## config.mk

```make
export PLATFORM = sky130hd
export DESIGN_NAME = node_id_allocator_flat
export DESIGN_NICKNAME = d
export VERILOG_FILES = /design/src/sv/nia_pkg.sv /design/src/sv/nia_if.sv /design/src/sv/node_id_allocator.sv /design/src/sv/nia_bitmap_ram.sv /design/src/sv/nia_scan_unit.sv /design/src/flat_wrapper.sv
export VERILOG_INCLUDE_DIRS = /design/src /design/src/sv
export SDC_FILE = /design/constraint.sdc
export NUM_CORES = 2
export LEC_CHECK = 0
export BUFFER_PORTS_ARGS = -buffer_cell sky130_fd_sc_hd__buf_2
export CORE_ASPECT_RATIO = 0.7
export CORE_MARGIN = 3
export CORE_UTILIZATION = 66
export CTS_BUF_LIST = sky130_fd_sc_hd__clkbuf_4 sky130_fd_sc_hd__clkbuf_8
export CTS_CLUSTER_DIAMETER = 40
export CTS_CLUSTER_SIZE = 8
export DETAILED_ROUTE_END_ITERATION = 12
export GPL_ROUTABILITY_DRIVEN = 1
export GPL_TIMING_DRIVEN = 0
export PLACE_DENSITY = 0.83
export SLEW_MARGIN = 20
export SYNTH_ARGS = -nofsm -noshare
export SYNTH_HDL_FRONTEND = slang
export SYNTH_SLANG_ARGS = --single-unit
```

## constraint.sdc

```tcl
create_clock -name clock -period 14.5 [get_ports clock]
set_clock_uncertainty 0.2 [all_clocks]
set_input_delay 0 -clock clock [delete_from_list [all_inputs] [get_ports clock]]
set_output_delay 0 -clock clock [all_outputs]
set_load 0.1 [all_outputs]
```

## src/sv/assert_macros.svh

```systemverilog
//------------------------------------------------------------------------------
// Assertion macros
// Shorthand for clocked implication checks with a synchronous reset disable.
//------------------------------------------------------------------------------
`ifndef ASSERT_MACROS_SVH
`define ASSERT_MACROS_SVH

// same-cycle implication
`define NIA_ASSERT_IMP(label, clk, rst, ante, cons, msg) \
   label: assert property (@(posedge clk) disable iff (rst) (ante) |-> (cons)) \
      else $error(msg);

// next-cycle implication
`define NIA_ASSERT_NXT(label, clk, rst, ante, cons, msg) \
   label: assert property (@(posedge clk) disable iff (rst) (ante) |=> (cons)) \
      else $error(msg);

`endif

```

## src/sv/nia_pkg.sv

```systemverilog
//------------------------------------------------------------------------------
// nia_pkg
// Types and constants shared by the node identifier allocator.
//------------------------------------------------------------------------------
`default_nettype none

package nia_pkg;

   localparam int CATA_BEGIN = 512;
   localparam int DATA_BEGIN = 1024;
   localparam int DATA_SLOTS = 1024;
   localparam int DATA_END   = DATA_BEGIN + DATA_SLOTS;

   localparam int ID_W   = 16;
   localparam int RES_W  = 11;
   localparam int LIM_W  = 11;
   localparam int CUR_W  = 12;
   localparam int IDX_W  = 10;
   localparam int OFS_W  = 6;
   localparam int WORD_W = 1 << OFS_W;
   localparam int ROW_W  = IDX_W - OFS_W;
   localparam int ADDR_W = ROW_W + 1;
   localparam int ROWS   = 1 << ADDR_W;
   localparam int CSR_W  = 2;

   localparam int DATA_LIMIT_RST = 1024;
   localparam int CATA_LIMIT_RST = 512;

   typedef enum logic [1:0] {
      KIND_MARK       = 2'd0,
      KIND_RELEASE    = 2'd1,
      KIND_ALLOC_DATA = 2'd2,
      KIND_ALLOC_CATA = 2'd3
   } kind_type;

   typedef enum logic [CSR_W-1:0] {
      CSR_DATA_LIMIT = 2'd0,
      CSR_CATA_LIMIT = 2'd1
   } csr_index_type;

   typedef enum logic [2:0] {
      ST_CLEAR,
      ST_IDLE,
      ST_READ,
      ST_EVAL,
      ST_DONE
   } state_type;

   typedef struct packed {
      logic              en;
      logic [ADDR_W-1:0] addr;
      logic [WORD_W-1:0] data;
   } ram_wr_type;

   typedef struct packed {
      logic             hit;
      logic [OFS_W-1:0] pos;
      logic [OFS_W-1:0] gap;
      logic [OFS_W:0]   step;
   } scan_res_type;

endpackage

`default_nettype wire

```

## src/sv/nia_if.sv

```systemverilog
//------------------------------------------------------------------------------
// nia_if
// Valid/ready channels of the node identifier allocator.
//------------------------------------------------------------------------------
`default_nettype none

interface nia_req_if;
   logic                     valid;
   logic                     ready;
   logic [1:0]               kind;
   logic [nia_pkg::ID_W-1:0] node_id;

   modport source (output valid, kind, node_id, input ready);
   modport sink   (input valid, kind, node_id, output ready);
endinterface

interface nia_rsp_if;
   logic                      valid;
   logic                      ready;
   logic [nia_pkg::RES_W-1:0] result_id;
   logic                      ok;

   modport source (output valid, result_id, ok, input ready);
   modport sink   (input valid, result_id, ok, output ready);
endinterface

interface nia_csr_if;
   logic                      valid;
   logic                      ready;
   logic [nia_pkg::CSR_W-1:0] index;
   logic [nia_pkg::LIM_W-1:0] data;

   modport source (output valid, index, data, input ready);
   modport sink   (input valid, index, data, output ready);
endinterface

`default_nettype wire

```

## src/sv/node_id_allocator.sv

```systemverilog
//------------------------------------------------------------------------------
// node_id_allocator
// Two-pool node identifier allocator: mark, release, data and catalog
// allocation with next-fit cursors over word-wide used bitmaps.
//
//   port    dir   flow       carries
//   req_ch  sink  valid/rdy  kind, node_id
//   rsp_ch  src   valid/rdy  result_id, ok
//   csr_ch  sink  valid/rdy  index, data (search limits)
//
// Mark/release: states READ, EVAL, DONE; a rejected ID goes straight to DONE.
// Allocation: one READ/EVAL pass per 64-bit bitmap word visited, bounded by the search
// limit; the read-modify cycle of the single bitmap RAM sets the pace.
// After reset a clearing pass wipes all 32 bitmap rows; req_ch is not ready.
// A new request is taken while a result waits in the output register.
//------------------------------------------------------------------------------
`default_nettype none

`include "assert_macros.svh"

module node_id_allocator (
   input  wire                clock,
   input  wire                reset,
   nia_req_if.sink            req_ch,
   nia_rsp_if.source          rsp_ch,
   nia_csr_if.sink            csr_ch
);

   nia_pkg::state_type               state_ff, state_in;
   logic [nia_pkg::ADDR_W-1:0]       clr_cnt_ff, clr_cnt_in;
   logic [nia_pkg::LIM_W-1:0]        dlim_ff, dlim_in;
   logic [nia_pkg::LIM_W-1:0]        clim_ff, clim_in;
   logic [nia_pkg::CUR_W-1:0]        dcur_ff, dcur_in;
   logic [nia_pkg::CUR_W-1:0]        ccur_ff, ccur_in;
   logic                             rsp_valid_ff, rsp_valid_in;

   nia_pkg::kind_type                op_ff, op_in;
   logic [nia_pkg::ID_W-1:0]         nid_ff, nid_in;
   logic                             pool_ff, pool_in;
   logic [nia_pkg::LIM_W-1:0]        budget_ff, budget_in;
   logic [nia_pkg::RES_W-1:0]        res_id_ff, res_id_in;
   logic                             res_ok_ff, res_ok_in;
   logic [nia_pkg::RES_W-1:0]        rsp_id_ff, rsp_id_in;
   logic                             rsp_ok_ff, rsp_ok_in;

   nia_pkg::ram_wr_type              ram_wr;
   logic [nia_pkg::WORD_W-1:0]       rd_data;
   logic [nia_pkg::ADDR_W-1:0]       rd_addr;
   nia_pkg::scan_res_type            scan;

   logic                             is_alloc;
   logic                             wrap;
   logic [nia_pkg::CUR_W-1:0]        cur_sel;
   logic [nia_pkg::CUR_W-1:0]        cur_eff;
   logic [nia_pkg::CUR_W-1:0]        base;
   logic [nia_pkg::IDX_W-1:0]        slot;
   logic [nia_pkg::OFS_W-1:0]        offset;
   logic [nia_pkg::WORD_W-1:0]       bit_mask;
   logic [nia_pkg::CUR_W-1:0]        nid_p1;
   logic [nia_pkg::CUR_W-1:0]        hit_id;
   logic [nia_pkg::CUR_W-1:0]        cur_adv;
   logic [nia_pkg::CUR_W-1:0]        cur_upd;
   logic                             cur_we;
   logic [nia_pkg::LIM_W-1:0]        budget_left;
   logic                             req_in_data;
   logic                             req_in_cat;

   // ---------------------------------------------------------------- datapath
   always_comb begin
      is_alloc = (op_ff == nia_pkg::KIND_ALLOC_DATA) || (op_ff == nia_pkg::KIND_ALLOC_CATA);
      cur_sel  = pool_ff ? dcur_ff : ccur_ff;
      wrap     = !pool_ff && is_alloc && (ccur_ff >= nia_pkg::CUR_W'(nia_pkg::DATA_BEGIN));
      cur_eff  = wrap ? nia_pkg::CUR_W'(nia_pkg::CATA_BEGIN) : cur_sel;
      base     = pool_ff ? nia_pkg::CUR_W'(nia_pkg::DATA_BEGIN) : '0;
      slot     = is_alloc ? nia_pkg::IDX_W'(cur_eff - base)
                          : nia_pkg::IDX_W'(nid_ff - nia_pkg::ID_W'(base));
      offset   = slot[nia_pkg::OFS_W-1:0];
      rd_addr  = {pool_ff, slot[nia_pkg::IDX_W-1:nia_pkg::OFS_W]};
      bit_mask = nia_pkg::WORD_W'(1) << (is_alloc ? scan.pos : offset);
      nid_p1   = nid_ff[nia_pkg::CUR_W-1:0] + nia_pkg::CUR_W'(1);
      hit_id   = cur_eff + nia_pkg::CUR_W'(scan.gap);
      cur_adv  = cur_eff + nia_pkg::CUR_W'(scan.step);
      budget_left = budget_ff - nia_pkg::LIM_W'(scan.step);
      req_in_data = (req_ch.node_id >= nia_pkg::ID_W'(nia_pkg::DATA_BEGIN)) &&
                    (req_ch.node_id < nia_pkg::ID_W'(nia_pkg::DATA_END));
      req_in_cat  = req_ch.node_id < nia_pkg::ID_W'(nia_pkg::DATA_BEGIN);
   end

   nia_bitmap_ram u_ram (
      .clock   (clock),
      .wr      (ram_wr),
      .rd_addr (rd_addr),
      .rd_data (rd_data)
   );

   nia_scan_unit u_scan (
      .word   (rd_data),
      .offset (offset),
      .budget (budget_ff),
      .res    (scan)
   );

   // ---------------------------------------------------------------- csr
   assign csr_ch.ready = 1'b1;

   always_comb begin
      dlim_in = dlim_ff;
      clim_in = clim_ff;
      if (csr_ch.valid) begin
         case (csr_ch.index)
            nia_pkg::CSR_DATA_LIMIT: dlim_in = csr_ch.data;
            nia_pkg::CSR_CATA_LIMIT: clim_in = csr_ch.data;
            default: ;
         endcase
      end
   end

   // ---------------------------------------------------------------- sequencer
   always_comb begin
      state_in     = state_ff;
      clr_cnt_in   = clr_cnt_ff;
      dcur_in      = dcur_ff;
      ccur_in      = ccur_ff;
      op_in        = op_ff;
      nid_in       = nid_ff;
      pool_in      = pool_ff;
      budget_in    = budget_ff;
      res_id_in    = res_id_ff;
      res_ok_in    = res_ok_ff;
      rsp_valid_in = rsp_valid_ff && !rsp_ch.ready;
      rsp_id_in    = rsp_id_ff;
      rsp_ok_in    = rsp_ok_ff;
      ram_wr.en    = 1'b0;
      ram_wr.addr  = rd_addr;
      ram_wr.data  = rd_data;
      cur_upd      = cur_adv;
      cur_we       = 1'b0;
      req_ch.ready = 1'b0;

      case (state_ff)
         nia_pkg::ST_CLEAR: begin
            ram_wr.en   = 1'b1;
            ram_wr.addr = clr_cnt_ff;
            ram_wr.data = '0;
            clr_cnt_in  = clr_cnt_ff + nia_pkg::ADDR_W'(1);
            if (clr_cnt_ff == nia_pkg::ADDR_W'(nia_pkg::ROWS - 1)) begin
               state_in = nia_pkg::ST_IDLE;
            end
         end
         nia_pkg::ST_IDLE: begin
            req_ch.ready = 1'b1;
            if (req_ch.valid) begin
               op_in     = nia_pkg::kind_type'(req_ch.kind);
               nid_in    = req_ch.node_id;
               res_id_in = req_ch.node_id[nia_pkg::RES_W-1:0];
               res_ok_in = 1'b0;
               state_in  = nia_pkg::ST_DONE;
               case (nia_pkg::kind_type'(req_ch.kind))
                  nia_pkg::KIND_MARK: begin
                     pool_in = req_in_data;
                     if (req_in_data || req_in_cat) begin
                        state_in = nia_pkg::ST_READ;
                     end
                  end
                  nia_pkg::KIND_RELEASE: begin
                     pool_in = 1'b1;
                     if (req_in_data) begin
                        state_in = nia_pkg::ST_READ;
                     end
                  end
                  nia_pkg::KIND_ALLOC_DATA: begin
                     pool_in   = 1'b1;
                     budget_in = dlim_ff;
                     res_id_in = '0;
                     if (dlim_ff != '0 && dcur_ff < nia_pkg::CUR_W'(nia_pkg::DATA_END)) begin
                        state_in = nia_pkg::ST_READ;
                     end
                  end
                  default: begin
                     pool_in   = 1'b0;
                     budget_in = clim_ff;
                     res_id_in = '0;
                     if (clim_ff != '0) begin
                        state_in = nia_pkg::ST_READ;
                     end
                  end
               endcase
            end
         end
         nia_pkg::ST_READ: begin
            if (wrap) begin
               ccur_in = cur_eff;
            end
            state_in = nia_pkg::ST_EVAL;
         end
         nia_pkg::ST_EVAL: begin
            state_in = nia_pkg::ST_DONE;
            case (op_ff)
               nia_pkg::KIND_MARK: begin
                  ram_wr.en   = 1'b1;
                  ram_wr.data = rd_data | bit_mask;
                  res_ok_in   = 1'b1;
                  cur_upd     = nid_p1;
                  cur_we      = cur_sel < nid_p1;
               end
               nia_pkg::KIND_RELEASE: begin
                  ram_wr.en   = 1'b1;
                  ram_wr.data = rd_data & ~bit_mask;
                  res_ok_in   = 1'b1;
               end
               default: begin
                  cur_we = 1'b1;
                  if (scan.hit) begin
                     ram_wr.en   = 1'b1;
                     ram_wr.data = rd_data | bit_mask;
                     cur_upd     = hit_id + nia_pkg::CUR_W'(1);
                     res_id_in   = hit_id[nia_pkg::RES_W-1:0];
                     res_ok_in   = 1'b1;
                  end else if (budget_left == '0) begin
                     cur_upd = cur_adv;
                  end else if (pool_ff &&
                               cur_adv >= nia_pkg::CUR_W'(nia_pkg::DATA_END)) begin
                     cur_upd = nia_pkg::CUR_W'(nia_pkg::DATA_END);
                  end else begin
                     budget_in = budget_left;
                     state_in  = nia_pkg::ST_READ;
                  end
               end
            endcase
            if (cur_we) begin
               if (pool_ff) begin
                  dcur_in = cur_upd;
               end else begin
                  ccur_in = cur_upd;
               end
            end
         end
         nia_pkg::ST_DONE: begin
            if (!rsp_valid_ff || rsp_ch.ready) begin
               rsp_valid_in = 1'b1;
               rsp_id_in    = res_id_ff;
               rsp_ok_in    = res_ok_ff;
               state_in     = nia_pkg::ST_IDLE;
            end
         end
         default: begin
            state_in = nia_pkg::ST_IDLE;
         end
      endcase
   end

   always_ff @(posedge clock) begin
      if (reset) begin
         state_ff     <= nia_pkg::ST_CLEAR;
         clr_cnt_ff   <= '0;
         dlim_ff      <= nia_pkg::LIM_W'(nia_pkg::DATA_LIMIT_RST);
         clim_ff      <= nia_pkg::LIM_W'(nia_pkg::CATA_LIMIT_RST);
         dcur_ff      <= nia_pkg::CUR_W'(nia_pkg::DATA_BEGIN);
         ccur_ff      <= nia_pkg::CUR_W'(nia_pkg::CATA_BEGIN);
         rsp_valid_ff <= 1'b0;
      end else begin
         state_ff     <= state_in;
         clr_cnt_ff   <= clr_cnt_in;
         dlim_ff      <= dlim_in;
         clim_ff      <= clim_in;
         dcur_ff      <= dcur_in;
         ccur_ff      <= ccur_in;
         rsp_valid_ff <= rsp_valid_in;
      end
   end

   always_ff @(posedge clock) begin
      op_ff     <= op_in;
      nid_ff    <= nid_in;
      pool_ff   <= pool_in;
      budget_ff <= budget_in;
      res_id_ff <= res_id_in;
      res_ok_ff <= res_ok_in;
      rsp_id_ff <= rsp_id_in;
      rsp_ok_ff <= rsp_ok_in;
   end

   assign rsp_ch.valid     = rsp_valid_ff;
   assign rsp_ch.result_id = rsp_id_ff;
   assign rsp_ch.ok        = rsp_ok_ff;

   // ---------------------------------------------------------------- checks
   `NIA_ASSERT_IMP(a_eval_after_read, clock, reset, state_ff == nia_pkg::ST_EVAL, $past(state_ff) == nia_pkg::ST_READ, "bitmap evaluated without a read")
   `NIA_ASSERT_IMP(a_write_states, clock, reset, ram_wr.en, state_ff == nia_pkg::ST_CLEAR || state_ff == nia_pkg::ST_EVAL, "bitmap written outside clear or evaluate")
   `NIA_ASSERT_NXT(a_result_loaded, clock, reset, state_ff == nia_pkg::ST_DONE && (!rsp_valid_ff || rsp_ch.ready), rsp_valid_ff && state_ff == nia_pkg::ST_IDLE, "result not presented")
   `NIA_ASSERT_IMP(a_dcur_range, clock, reset, state_ff != nia_pkg::ST_CLEAR, dcur_ff >= nia_pkg::CUR_W'(nia_pkg::DATA_BEGIN) && dcur_ff <= nia_pkg::CUR_W'(nia_pkg::DATA_END), "data cursor out of range")

endmodule

`default_nettype wire

```

## src/sv/nia_bitmap_ram.sv

```systemverilog
//------------------------------------------------------------------------------
// nia_bitmap_ram
// Used-bitmap storage for both pools, one 64-bit word per row, registered read.
//------------------------------------------------------------------------------
`default_nettype none

module nia_bitmap_ram (
   input  wire                         clock,
   input  nia_pkg::ram_wr_type         wr,
   input  wire [nia_pkg::ADDR_W-1:0]   rd_addr,
   output logic [nia_pkg::WORD_W-1:0]  rd_data
);

   logic [nia_pkg::WORD_W-1:0] mem [nia_pkg::ROWS];

   always_ff @(posedge clock) begin
      if (wr.en) begin
         mem[wr.addr] <= wr.data;
      end
      rd_data <= mem[rd_addr];
   end

endmodule

`default_nettype wire

```

## src/sv/nia_scan_unit.sv

```systemverilog
//------------------------------------------------------------------------------
// nia_scan_unit
// Finds the first free slot at or above the offset in one bitmap word and
// works out how many probes the word consumes within the remaining budget.
//------------------------------------------------------------------------------
`default_nettype none

module nia_scan_unit (
   input  wire [nia_pkg::WORD_W-1:0] word,
   input  wire [nia_pkg::OFS_W-1:0]  offset,
   input  wire [nia_pkg::LIM_W-1:0]  budget,
   output nia_pkg::scan_res_type     res
);

   logic [nia_pkg::WORD_W-1:0] free_mask;
   logic                       found;
   logic [nia_pkg::OFS_W-1:0]  pos;
   logic [nia_pkg::OFS_W-1:0]  gap;
   logic [nia_pkg::OFS_W:0]    span;

   always_comb begin
      free_mask = ~word & ({nia_pkg::WORD_W{1'b1}} << offset);
      found = 1'b0;
      pos   = '0;
      for (int i = nia_pkg::WORD_W - 1; i >= 0; i--) begin
         if (free_mask[i]) begin
            found = 1'b1;
            pos   = nia_pkg::OFS_W'(i);
         end
      end
      gap  = pos - offset;
      span = found ? {1'b0, gap}
                   : ((nia_pkg::OFS_W + 1)'(nia_pkg::WORD_W) - {1'b0, offset});
      res.hit  = found && (nia_pkg::LIM_W'(gap) < budget);
      res.pos  = pos;
      res.gap  = gap;
      res.step = (budget < nia_pkg::LIM_W'(span)) ? (nia_pkg::OFS_W + 1)'(budget) : span;
   end

endmodule

`default_nettype wire

```

## src/flat_wrapper.sv

```systemverilog
// flat-port wrapper written by rule: the top's interface ports become plain ports
module node_id_allocator_flat 
  (clock, reset, req_ch_valid, req_ch_kind, req_ch_node_id, req_ch_ready, rsp_ch_valid, rsp_ch_result_id, rsp_ch_ok, rsp_ch_ready, csr_ch_valid, csr_ch_index, csr_ch_data, csr_ch_ready);
  nia_req_if req_ch_i ();
  nia_rsp_if rsp_ch_i ();
  nia_csr_if csr_ch_i ();
  input  wire clock;
  input  wire reset;
  input wire logic [$bits(req_ch_i.valid)-1:0] req_ch_valid;
  input wire logic [$bits(req_ch_i.kind)-1:0] req_ch_kind;
  input wire logic [$bits(req_ch_i.node_id)-1:0] req_ch_node_id;
  output wire logic [$bits(req_ch_i.ready)-1:0] req_ch_ready;
  output wire logic [$bits(rsp_ch_i.valid)-1:0] rsp_ch_valid;
  output wire logic [$bits(rsp_ch_i.result_id)-1:0] rsp_ch_result_id;
  output wire logic [$bits(rsp_ch_i.ok)-1:0] rsp_ch_ok;
  input wire logic [$bits(rsp_ch_i.ready)-1:0] rsp_ch_ready;
  input wire logic [$bits(csr_ch_i.valid)-1:0] csr_ch_valid;
  input wire logic [$bits(csr_ch_i.index)-1:0] csr_ch_index;
  input wire logic [$bits(csr_ch_i.data)-1:0] csr_ch_data;
  output wire logic [$bits(csr_ch_i.ready)-1:0] csr_ch_ready;
  assign req_ch_i.valid = req_ch_valid;
  assign req_ch_i.kind = req_ch_kind;
  assign req_ch_i.node_id = req_ch_node_id;
  assign req_ch_ready = req_ch_i.ready;
  assign rsp_ch_valid = rsp_ch_i.valid;
  assign rsp_ch_result_id = rsp_ch_i.result_id;
  assign rsp_ch_ok = rsp_ch_i.ok;
  assign rsp_ch_i.ready = rsp_ch_ready;
  assign csr_ch_i.valid = csr_ch_valid;
  assign csr_ch_i.index = csr_ch_index;
  assign csr_ch_i.data = csr_ch_data;
  assign csr_ch_ready = csr_ch_i.ready;
  node_id_allocator u_core (.clock(clock), .reset(reset), .req_ch(req_ch_i), .rsp_ch(rsp_ch_i), .csr_ch(csr_ch_i));
endmodule
```

# Yosys cells after proc, flatten, opt, wreduce, memory -nomap -nowiden
# Memory sizes are Yosys's and may differ from the RTL's. A register that Yosys moved wholly into a read port is not among the register bits.
# Index checks and enable logic that the tools add are counted.
# totals
elab_cells	287
ram_bits	2048
n_memories	1
in_bits	36
reg_bits	105
out_inout_bits	15
# mem_list
memory	words	width	rd	rd_ports_with_merged_regs	wr	line_no	source
u_core.u_ram.mem	32	64	1	1	1	nia_bitmap_ram.sv:14	logic [nia_pkg::WORD_W-1:0] mem [nia_pkg::ROWS];
# classes
reduce_logical	35
order_cmp	9
n_mux	186
n_shift	2
n_bitwise	5
addsub	10
n_eq_ne	24
# ops
op	count
$mux 6	65
$pmux 64 s2	2
$and 64x64->64	2
$not 64->64	2
$mux 11	9
$mux 12	8
$mux 1	75
$pmux 11 s2	3
$mux 64	1
$or 64x64->64	1
$shl 1x6->64 const A	1
$shl 64x6->64 const A	1
$pmux 12 s2	2
$mux 3	11
$add 12x1->12 const B	2
$reduce_bool 11->1	2
$ge 16x11->1 const B	1
$lt 16x11->1 const B	1
$lt 16x12->1 const B	1
$pmux 3 s5	1
$mux 7	2
$ne 2x2->1 const B	7
$add 12x6->12	1
$add 12x7->12	1
other kinds (36)	69

# Longest topological paths before layout
# logic_depth
word_depth	87
mapped_depth	52
mapped_depth_nobuf	48

# Hierarchy
# From an unflattened synthesis, not the netlist that was laid out.
# hier_totals
hier_cells	4535
area_unflattened_um2	89945.0
# modules_own_cells
mod	n_inst	area_per_inst_um2	seq_area_each_um2	cells_each
nia_bitmap_ram	1	78964.5	62780.2	3096
node_id_allocator	1	8251.7	2602.5	1021
nia_scan_unit	1	2728.9	0.0	418

# Least setup slack after synthesis
# Ideal clock, no wire load.
# synth_timing
path_kind	register to register
startpoint	register u_core.pool_ff
endpoint	memory u_core.u_ram.mem[22][0] (netlist bit) (enable)
synth_period_minus_slack_ns	10.155
n_path_buf	5
path_stages_with_launch	35
path_slack_ns	4.345
setup_time_ns	0.487
t_required_ns	13.813
arrival_ns	9.469
cell_sequence	edfxtp_1 buf_2 buf_2 buf_2 buf_1 a22oi_1 a21oi_1 ha_1 clkbuf_1 inv_1 a41oi_2 a21oi_1 mux2_2 a32oi_1 o221ai_1 a211oi_1 nor3_1 o31ai_2 inv_1 ha_1 fa_1 inv_1 ha_1 a21boi_0 o21a_1 o21a_1 o21a_1 o21a_1 o21ai_0 o41ai_4 nand2_4 and3_4 o21a_4 a32oi_4 nor2_1
# synth_between
elab_chain_len	80
elab_cells_between_ends	146
cone_classes	add/sub: 2; order compare: 1; shift: 1; mux: 137; bitwise: 1; reduce/logical: 4
# synth_lines
item	line_no	source
from (decl)	node_id_allocator.sv:39	logic pool_ff, pool_in;
from (signal assigned)	node_id_allocator.sv:275	pool_ff <= pool_in;
$logic_not 1->1	node_id_allocator.sv:72	wrap = !pool_ff && is_alloc && (ccur_ff >= nia_pkg::CUR_W'(nia_pkg::DATA_BEGIN));
$logic_and 1x1->1 (2 in series)	node_id_allocator.sv:72	
$mux 12	node_id_allocator.sv:73	cur_eff = wrap ? nia_pkg::CUR_W'(nia_pkg::CATA_BEGIN) : cur_sel;
$sub 10x10->10	node_id_allocator.sv:75	slot = is_alloc ? nia_pkg::IDX_W'(cur_eff - base)
$mux 10	node_id_allocator.sv:75	
$shl 64x6->64	nia_scan_unit.sv:22	free_mask = ~word & ({nia_pkg::WORD_W{1'b1}} << offset);
$and 64x64->64	nia_scan_unit.sv:22	
$mux 6 (64 in series)	nia_scan_unit.sv:26	if (free_mask[i]) begin
$sub 6x6->6	nia_scan_unit.sv:31	gap = pos - offset;
$lt 6x11->1	nia_scan_unit.sv:34	res.hit = found && (nia_pkg::LIM_W'(gap) < budget);
$logic_and 1x1->1	nia_scan_unit.sv:34	
$mux 1	node_id_allocator.sv:213	if (scan.hit) begin
$mux 1	node_id_allocator.sv:198	case (op_ff)
$pmux 1 s2	node_id_allocator.sv:140	case (state_ff)
$mux 1	nia_bitmap_ram.sv:17	if (wr.en) begin
$mux 1 (implied by the code)	nia_bitmap_ram.sv:18	mem[wr.addr] <= wr.data;
to (decl)	nia_bitmap_ram.sv:14	
# Several ways; a longest one is shown, not always the timed one.

# Worst setup path in the final report
# layout_timing
startpoint	register u_core.pool_ff
endpoint	register u_core.state_ff[2]
# layout_between
elab_chain_len	84
elab_cells_between_ends	154
cone_classes	add/sub: 5; order compare: 3; shift: 1; mux: 138; bitwise: 1; reduce/logical: 6
# layout_lines
item	line_no	source
$logic_not 1->1	node_id_allocator.sv:72	
$logic_and 1x1->1 (2 in series)	node_id_allocator.sv:72	
$mux 12	node_id_allocator.sv:73	
$sub 10x10->10	node_id_allocator.sv:75	
$mux 10	node_id_allocator.sv:75	
$shl 64x6->64	nia_scan_unit.sv:22	
$and 64x64->64	nia_scan_unit.sv:22	
$mux 6 (64 in series)	nia_scan_unit.sv:26	
[4 not listed]	n/a	
$add 12x7->12	node_id_allocator.sv:82	cur_adv = cur_eff + nia_pkg::CUR_W'(scan.step);
$ge 12x12->1	node_id_allocator.sv:222	cur_adv >= nia_pkg::CUR_W'(nia_pkg::DATA_END)) begin
$logic_and 1x1->1	node_id_allocator.sv:221	end else if (pool_ff &&
$mux 3	node_id_allocator.sv:221	
$mux 3	node_id_allocator.sv:219	end else if (budget_left == '0) begin
$mux 3 (*)	node_id_allocator.sv:213	
$mux 3 (*)	node_id_allocator.sv:198	
$pmux 3 s5 (*)	node_id_allocator.sv:140	
to (signal assigned)	node_id_allocator.sv:254	state_ff <= nia_pkg::ST_CLEAR;
to (signal assigned)	node_id_allocator.sv:262	state_ff <= state_in;
to (decl)	node_id_allocator.sv:29	nia_pkg::state_type state_ff, state_in;
# Every way passes the cells marked *; elsewhere a longest branch is shown, timed or not.
# A chain may end at the register's enable or synchronous reset.

==> key figures <==
Status
  – Run status: finished clean

Power
  – Int Pwr: 0.00949 W
  – Switching power share of the total: 0.215
  – Combinational share of power: 0.017
  – Peak supply drop: 0.000122 V
  – Clock share of power: 0.402
  – Static Leak: 33.6 nW
  – Sequential share of power: 0.581
  – Pwr/cell area: 115 nW/um^2
  – Sw power: 0.00260 W

Floorplanning
  – Initial Util: 0.669
  – Chip height: 317 um
  – # IOs: 51
  – Chip width: 450 um
  – Core area: 136000 um^2
  – Core Rows: 113
  – Total die area: 143000 um^2

Yosys
  – Avg Cell Area, Syn: 16.8 um^2
  – Synth Instances: 5418
  – Top post-synthesis cells by area: edfxtp_1, mux4_2, nand2_1, dfxtp_1, nand3_1
  – Synth top area share: 0.690
  – Post-synth EDFFs: 2098
  – Synth Net Count: 5517
  – Most numerous cell in the Yosys netlist: edfxtp_1
  – Synth Cell Area: 91300 um^2
  – Seq/Total Area, Yosys: 0.716
  – Synth area leader: edfxtp_1
  – Most frequent cells after synthesis: edfxtp_1, nand2_1, mux4_2, nand3_1, o21ai_0
  – #FFs+latches synth: 2217
  – Yosys cell types: 101
  – Post-synthesis async set-or-reset flop share: 0
  – YS warnings: 0
  – Main synth FF type: edfxtp_1

Route
  – Final wirelength: 334 mm
  – DR pass1 iterations: 10
  – # DRC: 0
  – DR iter-0 viols: 12700
  – Via count: 62400
  – Wire per inst: 41.4 um
  – Post-DRT Antenna Nets: 0
  – Vias/cell: 7.73

STA
  – Setup TNS: 0 ns
  – Fin crit share: 0.965
  – Final Slew Violations: 0
  – Fmax: 71.5 MHz
  – Slew @ Worst Pin: 1.34 ns
  – Min Hold Slack: 0.118 ns
  – Fin crit period: 13.99 ns
  – Setup ws final: 0.512 ns
  – Final Hold Fails: 0
  – RSZ-0062 raised after global routing: false
  – Count of final setup violators: 0
  – Relative slew slack: 0.106

Global routing
  – First-pass GRT wire length: 464 mm
  – Total global routing overflow: 0
  – GR Util All Layers: 0.473
  – Initial antenna violation count: 33
  – Largest net degree at the start of global routing: 33
  – Vias in the first global route: 60900

Worst setup path
  – Crit start category: flip-flop
  – WP data required: 15.34 ns
  – RR Startpoint: u_core.pool_ff
  – Worst Setup SP: u_core.pool_ff
  – Reg2Reg Capture Point: u_core.state_ff[2]
  – Worst setup EP type: flip-flop
  – Worst Reg2Reg Path Length in Cells: 47
  – CP peak stage delay: 0.77 ns
  – Most common cell on crit path: a21oi_1
  – Worst-path fanout max: 10
  – Worst R2R Setup Slack: 0.51 ns
  – Slowest-stage cell, CP: a41oi_2
  – Arrival time worst endpoint: 14.82 ns
  – Crit path kind: reg -> reg

Placed design
  – Dpl hpwl: 217 mm
  – GP Congestion: 1.01
  – Port-buffer cells: 49
  – Placed cell count: 7492
  – Pre-CTS setup slack: 1.09 ns

Finish
  – Post-layout nets: 6170
  – Share of cells above drive strength 1: 0.236
  – Fill count: 6702
  – Final non-filler cell total: 8075
  – Area growth syn-to-layout: 15.3%
  – Core Util, Final: 0.772

Clock network
  – Reg clk slew, reported paths: 0.07 ns
  – H-tree levels: 5
  – Post-CTS setup buffers: 0
  – TritonCTS clock tree: done
  – Worst-Skew Late Latency: 1.11 ns
  – CTS Buffer Depth: 4
  – Cts repair resizes: 0
  – CTS sink cnt: 2217
  – Hold_buf cts: 81
  – CTS root buffer: clkbuf_8
  – Num CTS Buffers: 334

Hold path
  – Hold_sp: req_ch_node_id[5]
  – Hold Crit Depth: 3
  – Hold Crit Class: in -> reg
  – Hold path endpoint: u_core.nid_ff[5]

Flow run
  – Max-cap viol count: 0
-- cells in the final DEF (no fill, tap or decap), types with 30 or more instances in the layout --
cell type / instances
a211oi_1: 30
a21oi_1: 139
a31oi_1: 31
buf_1: 64
buf_12: 72
buf_16: 75
buf_2: 78
clkbuf_1: 162
clkbuf_2: 47
clkbuf_4: 100
clkbuf_8: 341
dfxtp_1: 119
diode_2: 41
dlygate4sd3_1: 81
edfxtp_1: 2098
ha_1: 59
inv_1: 64
mux2i_1: 46
mux4_2: 512
nand2_1: 711
nand3_1: 362
nor2_1: 142
nor2_4: 36
nor3_1: 48
o21ai_0: 195
xnor2_1: 32
-- power groups by stage --
| stage | Clock, W | Combinational (W) | Sequential (W) |
|---|---|---|---|
| 2_1_floorplan | 0 | 0.0000874 | 0.00714 |
| 3_3_place_gp | 0 | 0.000137 | 0.00715 |
| 3_5_place_dp | 0 | 0.000179 | 0.00715 |
| 4_1_cts | 0.00475 | 0.000198 | 0.00702 |
| 5_1_grt | 0.00504 | 0.000214 | 0.00702 |
| 6_report | 0.00486 | 0.000211 | 0.00702 |
-- flip-flops by register name (all words and copies together), names as in the netlist, 5 cells and up --
register / count
u_core.ccur_ff: 12
u_core.clr_cnt_ff: 5
u_core.clim_ff: 11
u_core.u_ram.rd_data: 64
u_core.u_ram.mem: 2048
u_core.rsp_ch.result_id: 11
u_core.dlim_ff: 11
u_core.nid_ff: 12
u_core.res_id_ff: 11
u_core.budget_ff: 11
u_core.dcur_ff: 12
-- cell families (layout without fill, tap and decap cells) --
group                    count (synthesis)  in the layout  synth area share
XOR/XNOR                                54             54           0.00518
adder cells (fa/ha/maj)                 63             63           0.00897
AND/OR/NAND/NOR                       1476           1476            0.0729
flip-flops                            2217           2217             0.716
buffers and inverters                  378           1154            0.0162
other                                    1             42         0.0000411
AO/OA/AOI/OAI                          656            656            0.0470
multiplexers                           573            573             0.133
-- through the flow --
stage | area [um^2] | total power (W)
2_1_floorplan | 91300 | 0.00723
3_3_place_gp | 93800 | 0.00729
3_5_place_dp | 98700 | 0.00733
4_1_cts | 105000 | 0.0120
5_1_grt | 105000 | 0.0123
6_report | 105000 | 0.0121
-- worst max-delay path: cells and delay by family (launching register included) --
kind,cells,cell delay [ns]
xor gates and xnor gates,1,0.40
adders and majority gates,5,1.73
and+or+nand+nor,8,1.65
muxes,3,0.78
DFF,1,0.34
buffers and inverters,11,3.78
AOI/OAI and AO/OA,19,5.02
-- per-layer routing --
layer  global-route usage  vias up  routed length, um
met4                0.274       34              24200
met5               0.0116        -                313
li1                     -    22800                  -
met3                0.193     1679              57400
met2                0.672     7360             143000
met1                0.625    30500             109000
-- cell type report --
class | instances | area, um^2 | area share
inverter | 69 | 259 | 0.00246
buffer | 309 | 1290 | 0.0122
clock inverter | 19 | 191 | 0.00182
sequential | 2217 | 65400 | 0.621
clock buffer | 440 | 5440 | 0.0516
multi-input combinational | 2823 | 25400 | 0.241
antenna | 41 | 103 | 0.000975
timing repair buffer | 317 | 4940 | 0.0470
tap | 1840 | 2300 | 0.0219
-- worst max path at each step --
stage / end / slack [ns] / cells after the start
2_1_floorplan: u_core.u_ram.mem[22][0] / 4.34 / 34
3_3_place_gp: u_core.u_ram.mem[30][12] / -3.79 / 34
3_5_place_dp: u_core.ccur_ff[5] / 1.09 / 47
4_1_cts: u_core.ccur_ff[10] / 0.97 / 46
5_1_grt: u_core.state_ff[2] / 0.08 / 47
6_report: u_core.state_ff[2] / 0.51 / 47
(Power assumes the default switching activity.)
